[src/rtl/core/ipm_pkg.sv]
// ----------------------------------------------------------------------------
// ipm_pkg
// Shared types and constants for the inverter protection monitor: frame and
// result layouts, register indexes, flag bit positions and raw-code
// thresholds.
// ----------------------------------------------------------------------------
package ipm_pkg;

  localparam int ADC_BITS = 12;
  localparam int ADC_FS   = (1 << ADC_BITS) - 1;
  localparam int ADC_MID  = 1 << (ADC_BITS - 1);

  // currents: signed counts from midscale, magnitude one bit wider than the code
  localparam int CUR_W  = ADC_BITS + 2;
  localparam int PEAK_W = ADC_BITS + 1;
  localparam int THR_W  = ADC_BITS + 1;

  localparam int CFG_IDX_W  = 1;
  localparam int CFG_DATA_W = 13;
  localparam int LIMIT_W    = 13;
  localparam int FLAGS_W    = 4;

  localparam logic [CFG_IDX_W-1:0] REG_BUS_HV   = CFG_IDX_W'(0);
  localparam logic [CFG_IDX_W-1:0] REG_OC_LIMIT = CFG_IDX_W'(1);

  localparam logic             BUS_HV_RST   = 1'b1;
  localparam logic [LIMIT_W-1:0] OC_LIMIT_RST = LIMIT_W'(1024);

  localparam int FLAG_BUS  = 0;
  localparam int FLAG_OC   = 1;
  localparam int FLAG_TEMP = 2;
  localparam int FLAG_DRV  = 3;

  // bus and temperature limits in volts and degrees
  localparam int LV_SCALE   = 60;
  localparam int LV_ON      = 54;
  localparam int LV_OFF     = 51;
  localparam int LV_UNDER   = 36;
  localparam int LV_OVER    = 58;
  localparam int HV_SCALE   = 450;
  localparam int HV_ON      = 440;
  localparam int HV_OFF     = 410;
  localparam int HV_UNDER   = 300;
  localparam int HV_OVER    = 480;
  localparam int TEMP_SCALE = 125;
  localparam int TEMP_LIMIT = 105;

  // code thresholds: >= and < use the ceiling, <= and > use the floor
  localparam int LV_ON_CODE    = (LV_ON * ADC_FS + LV_SCALE - 1) / LV_SCALE;
  localparam int LV_OFF_CODE   = (LV_OFF * ADC_FS) / LV_SCALE;
  localparam int LV_UNDER_CODE = (LV_UNDER * ADC_FS + LV_SCALE - 1) / LV_SCALE;
  localparam int LV_OVER_CODE  = (LV_OVER * ADC_FS) / LV_SCALE;
  localparam int HV_ON_CODE    = (HV_ON * ADC_FS + HV_SCALE - 1) / HV_SCALE;
  localparam int HV_OFF_CODE   = (HV_OFF * ADC_FS) / HV_SCALE;
  localparam int HV_UNDER_CODE = (HV_UNDER * ADC_FS + HV_SCALE - 1) / HV_SCALE;
  localparam int HV_OVER_CODE  = (HV_OVER * ADC_FS) / HV_SCALE;
  localparam int TEMP_CODE     = (TEMP_LIMIT * ADC_FS) / TEMP_SCALE;

  localparam logic [THR_W-1:0] LV_ON_THR    = THR_W'(LV_ON_CODE);
  localparam logic [THR_W-1:0] LV_OFF_THR   = THR_W'(LV_OFF_CODE);
  localparam logic [THR_W-1:0] LV_UNDER_THR = THR_W'(LV_UNDER_CODE);
  localparam logic [THR_W-1:0] LV_OVER_THR  = THR_W'(LV_OVER_CODE);
  localparam logic [THR_W-1:0] HV_ON_THR    = THR_W'(HV_ON_CODE);
  localparam logic [THR_W-1:0] HV_OFF_THR   = THR_W'(HV_OFF_CODE);
  localparam logic [THR_W-1:0] HV_UNDER_THR = THR_W'(HV_UNDER_CODE);
  localparam logic [THR_W-1:0] HV_OVER_THR  = THR_W'(HV_OVER_CODE);
  localparam logic [THR_W-1:0] TEMP_THR     = THR_W'(TEMP_CODE);

  localparam logic [CUR_W-1:0] MID_CUR = CUR_W'(ADC_MID);

  typedef struct packed {
    logic [ADC_BITS-1:0] adc_phase_u;
    logic [ADC_BITS-1:0] adc_phase_v;
    logic [ADC_BITS-1:0] adc_bus;
    logic [ADC_BITS-1:0] adc_temp_motor;
    logic [ADC_BITS-1:0] adc_temp_driver;
    logic                driver_fault;
    logic                target_nonzero;
    logic                brake_hold;
  } in_item_t;

  typedef struct packed {
    logic               drive_allowed;
    logic               chopper_on;
    logic               gate_kill;
    logic [FLAGS_W-1:0] fault_flags;
    logic [PEAK_W-1:0]  peak_current;
  } out_item_t;

  typedef struct packed {
    logic               bus_high_voltage;
    logic [LIMIT_W-1:0] overcurrent_limit;
  } cfg_t;

  typedef struct packed {
    logic               chopper;
    logic [FLAGS_W-1:0] flags;
  } prot_state_t;

endpackage

[src/rtl/core/inverter_protection_monitor.sv]
// ----------------------------------------------------------------------------
// inverter_protection_monitor
// Sample-frame protection monitor: brake chopper hysteresis, sticky fault
// flags, gate kill and peak phase current, one result per frame.
//
//   channel | direction | handshake              | payload
//   --------+-----------+------------------------+----------------------
//   in      | input     | in_valid / in_ready    | in_data  (in_item_t)
//   out     | output    | out_valid / out_ready  | out_data (out_item_t)
//   cfg     | input     | cfg_valid / cfg_ready  | cfg_index, cfg_data
//
// one frame per cycle sustained while out_ready stays high; a frame passes
// through the input register, evaluation and the result register, and its
// result is valid once it is held in the result register
// synchronous active-low reset clears valid bits, chopper and flags, and
// loads the register defaults
// when out_ready is low the result register holds; in_ready drops once the
// input register is also full
// cfg_ready is always high
// ----------------------------------------------------------------------------
module inverter_protection_monitor (
  input  logic                           clk,
  input  logic                           rst_n,
  input  logic                           in_valid,
  output logic                           in_ready,
  input  ipm_pkg::in_item_t              in_data,
  output logic                           out_valid,
  input  logic                           out_ready,
  output ipm_pkg::out_item_t             out_data,
  input  logic                           cfg_valid,
  output logic                           cfg_ready,
  input  logic [ipm_pkg::CFG_IDX_W-1:0]  cfg_index,
  input  logic [ipm_pkg::CFG_DATA_W-1:0] cfg_data
);
  import ipm_pkg::*;

  cfg_t        cfg;
  in_item_t    frame_r;
  logic        frame_vld_r;
  out_item_t   res_r;
  logic        res_vld_r;
  prot_state_t state_r, state_nxt;
  out_item_t   res_nxt;
  logic        res_adv, frame_adv;

  assign cfg_ready = 1'b1;

  ipm_cfg u_cfg (
    .clk      (clk),
    .rst_n    (rst_n),
    .wr_en    (cfg_valid),
    .wr_index (cfg_index),
    .wr_data  (cfg_data),
    .cfg      (cfg)
  );

  ipm_eval u_eval (
    .frame     (frame_r),
    .cfg       (cfg),
    .state     (state_r),
    .state_nxt (state_nxt),
    .result    (res_nxt)
  );

  assign res_adv   = !res_vld_r || out_ready;
  assign frame_adv = frame_vld_r && res_adv;
  assign in_ready  = !frame_vld_r || res_adv;

  always_ff @(posedge clk) begin
    if (!rst_n) begin
      frame_vld_r   <= 1'b0;
      res_vld_r     <= 1'b0;
      state_r       <= '0;
    end else begin
      if (in_ready) frame_vld_r <= in_valid;
      if (res_adv)  res_vld_r   <= frame_vld_r;
      if (frame_adv) state_r    <= state_nxt;
    end
  end

  always_ff @(posedge clk) begin
    if (in_valid && in_ready) frame_r <= in_data;
    if (frame_adv)            res_r   <= res_nxt;
  end

  assign out_valid = res_vld_r;
  assign out_data  = res_r;

endmodule

[src/rtl/core/ipm_cfg.sv]
// ----------------------------------------------------------------------------
// ipm_cfg
// Configuration registers: bus range select and overcurrent limit.
// ----------------------------------------------------------------------------
module ipm_cfg (
  input  logic                             clk,
  input  logic                             rst_n,
  input  logic                             wr_en,
  input  logic [ipm_pkg::CFG_IDX_W-1:0]    wr_index,
  input  logic [ipm_pkg::CFG_DATA_W-1:0]   wr_data,
  output ipm_pkg::cfg_t                    cfg
);
  import ipm_pkg::*;

  cfg_t cfg_r, cfg_nxt;

  always_comb begin
    cfg_nxt = cfg_r;
    if (wr_en) begin
      unique case (wr_index)
        REG_BUS_HV:   cfg_nxt.bus_high_voltage  = wr_data[0];
        REG_OC_LIMIT: cfg_nxt.overcurrent_limit = wr_data[LIMIT_W-1:0];
        default:      cfg_nxt = cfg_r;
      endcase
    end
  end

  always_ff @(posedge clk) begin
    if (!rst_n) begin
      cfg_r.bus_high_voltage  <= BUS_HV_RST;
      cfg_r.overcurrent_limit <= OC_LIMIT_RST;
    end else begin
      cfg_r <= cfg_nxt;
    end
  end

  assign cfg = cfg_r;

endmodule

[src/rtl/core/ipm_eval.sv]
// ----------------------------------------------------------------------------
// ipm_eval
// Per-frame evaluation: third phase current, peak magnitude, chopper
// hysteresis and fault detection against raw-code thresholds.
// ----------------------------------------------------------------------------
module ipm_eval (
  input  ipm_pkg::in_item_t    frame,
  input  ipm_pkg::cfg_t        cfg,
  input  ipm_pkg::prot_state_t state,
  output ipm_pkg::prot_state_t state_nxt,
  output ipm_pkg::out_item_t   result
);
  import ipm_pkg::*;

  logic signed [CUR_W-1:0] iu, iv, iw;
  logic [PEAK_W-1:0]       mu, mv, mw, peak;
  logic [THR_W-1:0]        bus, tm, td;
  logic [THR_W-1:0]        on_thr, off_thr, under_thr, over_thr;
  logic [FLAGS_W-1:0]      hit;
  logic                    chopper;

  always_comb begin
    iu = signed'({2'b00, frame.adc_phase_u}) - signed'(MID_CUR);
    iv = signed'({2'b00, frame.adc_phase_v}) - signed'(MID_CUR);
    iw = -(iu + iv);
    mu = iu[CUR_W-1] ? PEAK_W'(-iu) : PEAK_W'(iu);
    mv = iv[CUR_W-1] ? PEAK_W'(-iv) : PEAK_W'(iv);
    mw = iw[CUR_W-1] ? PEAK_W'(-iw) : PEAK_W'(iw);
    peak = mu;
    if (mv > peak) peak = mv;
    if (mw > peak) peak = mw;
  end

  always_comb begin
    bus = {1'b0, frame.adc_bus};
    tm  = {1'b0, frame.adc_temp_motor};
    td  = {1'b0, frame.adc_temp_driver};
    if (cfg.bus_high_voltage) begin
      on_thr = HV_ON_THR; off_thr = HV_OFF_THR;
      under_thr = HV_UNDER_THR; over_thr = HV_OVER_THR;
    end else begin
      on_thr = LV_ON_THR; off_thr = LV_OFF_THR;
      under_thr = LV_UNDER_THR; over_thr = LV_OVER_THR;
    end

    priority if (bus >= on_thr) chopper = 1'b1;
    else if (bus <= off_thr)    chopper = 1'b0;
    else                        chopper = state.chopper;

    hit            = '0;
    hit[FLAG_BUS]  = (bus < under_thr) || (bus > over_thr);
    hit[FLAG_OC]   = peak > cfg.overcurrent_limit;
    hit[FLAG_TEMP] = (tm > TEMP_THR) || (td > TEMP_THR);
    hit[FLAG_DRV]  = frame.driver_fault;

    state_nxt.chopper = chopper;
    state_nxt.flags   = state.flags | hit;

    result.drive_allowed = (frame.target_nonzero | frame.brake_hold) && (state.flags == '0);
    result.chopper_on    = chopper;
    result.gate_kill     = |hit;
    result.fault_flags   = state.flags | hit;
    result.peak_current  = peak;
  end

endmodule

[config.mk]
export PLATFORM = sky130hd
export DESIGN_NAME = inverter_protection_monitor
export DESIGN_NICKNAME = d
export VERILOG_FILES = /design/src/rtl/core/ipm_pkg.sv /design/src/rtl/core/inverter_protection_monitor.sv /design/src/rtl/core/ipm_cfg.sv /design/src/rtl/core/ipm_eval.sv
export SDC_FILE = /design/constraint.sdc
export NUM_CORES = 1
export LEC_CHECK = 0
export BUFFER_PORTS_ARGS = -buffer_cell sky130_fd_sc_hd__buf_2
export CORE_MARGIN = 2
export CORE_UTILIZATION = 35
export DETAILED_ROUTE_END_ITERATION = 10
export SLEW_MARGIN = 25
export SYNTH_ARGS = -nofsm -noshare
export SYNTH_HDL_FRONTEND = slang
export SYNTH_SLANG_ARGS = --single-unit
[constraint.sdc]
create_clock -name clk -period 20.4 [get_ports clk]
set_input_delay 1.02 -clock clk [delete_from_list [all_inputs] [get_ports clk]]
set_output_delay 1.02 -clock clk [all_outputs]
set_load 0.02 [all_outputs]
==> impl_metrics.ini <==
[status]
status = completed

[floorplanning]
ioPinCount = 105
die-area_um2 = 19280
start_util_pct = 35.56
core_area_um2 = 17900
die_h_um = 138.9
die_w_um = 138.9
rows = 49

[logic_synthesis]
syn_area_um2 = 6366
synth_area_leaders = edfxtp_1, ha_1, dfxtp_1
yosys_most_used_dff = edfxtp_1
synth-seq-area-share_pct = 41.98
synth_compound_area_share_pct = 14.17
syn-mean-instance-area_um2 = 10.09
synth_top_family_by_area = adder cells
synth_top_area_share_pct = 35.38
syn_inst = 631
ys_warn_count = 0
synthAdderAreaFrac_pct = 16.82
ys_types = 60
synthMuxAreaShare_pct = 4.461
async_reset_ff_share_pct = 0
synth_seq_cells = 96
synth_edf_count = 75
synth_xor_xnor_area_share_pct = 4.815
yosys.area.top_type = edfxtp_1
synth-simple-area-share_pct = 12.44

[power_and_ir_drop]
p_per_area_nw_per_um2 = 88.34
p_seq_share_pct = 37.1
power.leakage_nw = 3.230
pwr-share-comb_pct = 36.6
p_int_mw = 0.4323
swShare_pct = 33.93
pwr-share-clk_pct = 26.3
ir_drop_uv = 84.16
switchingPower_mw = 0.2220

[critical_path]
worstSetupPathType = flip-flop to flip-flop
cp-end-kind = flip-flop
cpPeakStageDelay_ns = 0.78
required_ns = 20.50
crit_arrival_ns = 8.00
crit_fanout = 15
slowest_stage = a2111oi_0
cpMostUsedCell = a21oi_1
start_kind = flip-flop

[global_route]
grt_pass1_vias = 4582
grt_overflow_total = 0
grt_max_degree = 56
antenna_found_initial = 0
grt_first_pass_wirelength_um = 22450
track_usage_pct = 14.43

[placed_design]
portBuffers = 95
pre_cts_ws_ns = 12.57
gp_congestion = 0.8436
dp_hpwl_um = 10870

[clocking]
cts_made_buffers = 9
numClockSinks = 96
cts_setup_buffers = 0
cts_tree = built
cts_hold_buf = 0
cts.repair.resized = 0
clk_path_buf_depth = 2
h-tree-depth = 3
clk_pin_slew_ns = 0.07
cts_root_buf = clkbuf_16
clk_latency_ns = 0.35

[finish]
fillers = 1788
syn2layout_area_growth_pct = 16.35
drive_above_1_share_pct = 19.21
antennaDiodeCount = 0
final_cell_mix = buf_2, ha_1, edfxtp_1
layout_commonest_cell = buf_2
nets = 896

[timing]
max-slew-margin-rel_pct = 34.02
fin_ws_ns = 12.50
setup_viol = 0
fmax_mhz = 126.5
worstMarginPinSlew_ns = 0.9806
slew_violations = 0
fin_crit_ns = 7.902
clock_skew_ns = 0.008818
final-hold-violation-count = 0
rsz0062_at_grt = no
tns_ns = 0
timing.final.crit_share_pct = 38.74

[routing]
wl_per_cell_um = 14.14
drtPass1Iterations = 4
routed_wl_um = 13620
viasPerCell = 4.839
dr_total_vias = 4660
ant_nets = 0
drc_errors = 0
drt-initial-drc-count = 247

[job]
max_cap_violations = 0

[hold_path]
hold_class = flip-flop to flip-flop
-- synthesized netlist by cell type (3+ instances only) --
| cell | n |
|---|---|
| nand3_1 | 9 |
| mux2i_1 | 16 |
| a21o_1 | 10 |
| o21bai_1 | 3 |
| or2_2 | 3 |
| o31ai_1 | 3 |
| or3_1 | 3 |
| nor4_1 | 6 |
| nand2b_1 | 7 |
| a21boi_0 | 14 |
| edfxtp_1 | 75 |
| o21ai_0 | 18 |
| clkbuf_1 | 9 |
| nand2_1 | 56 |
| ha_1 | 84 |
| nor3_1 | 10 |
| nor2b_1 | 10 |
| nand3b_1 | 3 |
| nand4_1 | 9 |
| a31oi_1 | 6 |
| o21a_1 | 5 |
| mux2_2 | 10 |
| xnor2_1 | 25 |
| a21oi_1 | 43 |
| o211ai_1 | 7 |
| a211oi_1 | 3 |
| nor2_1 | 39 |
| inv_1 | 73 |
| dfxtp_1 | 21 |
| a31o_2 | 3 |
| xor2_1 | 10 |
-- cell families (layout without fill, tap and decap cells) --
logic type	count (synthesis)	count (layout)
buffers and inverters	86	187
adders and majority gates	85	85
AOI/OAI and AO/OA	136	136
other	2	4
xor gates and xnor gates	35	35
muxes	27	27
and+or+nand+nor	164	164
DFF	96	96
-- worst paths after layout --
path / from / to / slack (ns) / cells after the start
worst max-delay path: frame_r[55] / out_data[17] / 12.50 / 31
worst min-delay path: u_cfg.cfg[7] / u_cfg.cfg[7] / 0.47 / 2
worst max register to register: frame_r[55] / out_data[17] / 12.50 / 31
worst min register to register: u_cfg.cfg[7] / u_cfg.cfg[7] / 0.47 / 2
-- worst max-delay path, delay by kind of cell, from the launching register on --
kind	cells	cell delay [ns]
XOR/XNOR	1	0.23
AO/OA/AOI/OAI	15	3.45
flip-flops	1	0.48
AND/OR/NAND/NOR	8	1.63
adder cells (fa/ha/maj)	3	0.88
buffers and inverters	2	0.29
multiplexers	2	0.67
-- layer usage --
metal	wire [um]	GRT usage, %	part of all wire, %
met2	6175	23.26	45
met4	230	4.732	1.7
met3	664	3.833	4.9
met5	0	0	0
met1	6546	18.95	48
-- sequential cells by signal, summed over array words and instances, names as in the netlist --
register     count
frame_r         55
out_valid        1
out_data        20
state_r          5
u_cfg.cfg       14
frame_vld_r      1
-- final cells by class --
type,instances,area [um^2],share of cell area [%]
clock buffer,9,225.2,3.041
multi-input combinational,451,3374,45.56
timing repair buffer,98,498.0,6.723
clock inverter,7,76.32,1.030
sequential,96,2673,36.08
inverter,73,274.0,3.699
tap,229,286.5,3.868
-- through the flow --
step                      power (mW)  utilization (%)  hold slack, ns  std cells  cell area [um^2]
after floorplan               0.4249                -          0.4399        633              6374
after global placement        0.4837            39.69          0.4556        947              7106
after detailed placement      0.4859            39.69          0.4566        947              7106
after CTS                     0.6602            41.38          0.4662        963              7407
after global routing          0.7025            41.38          0.4896        963              7407
final                         0.6543            41.38          0.4681        963              7407
-- power by group through the flow --
| stage | combinational (mW) | sequential, mW | clock (mW) |
|---|---|---|---|
| floorplan | 0.173 | 0.252 | 0 |
| global placement | 0.237 | 0.247 | 0 |
| detailed placement | 0.239 | 0.247 | 0 |
| CTS | 0.241 | 0.243 | 0.177 |
| global route | 0.274 | 0.244 | 0.184 |
| finish | 0.240 | 0.242 | 0.172 |
No activity file was read; power rests on OpenSTA's default activity.
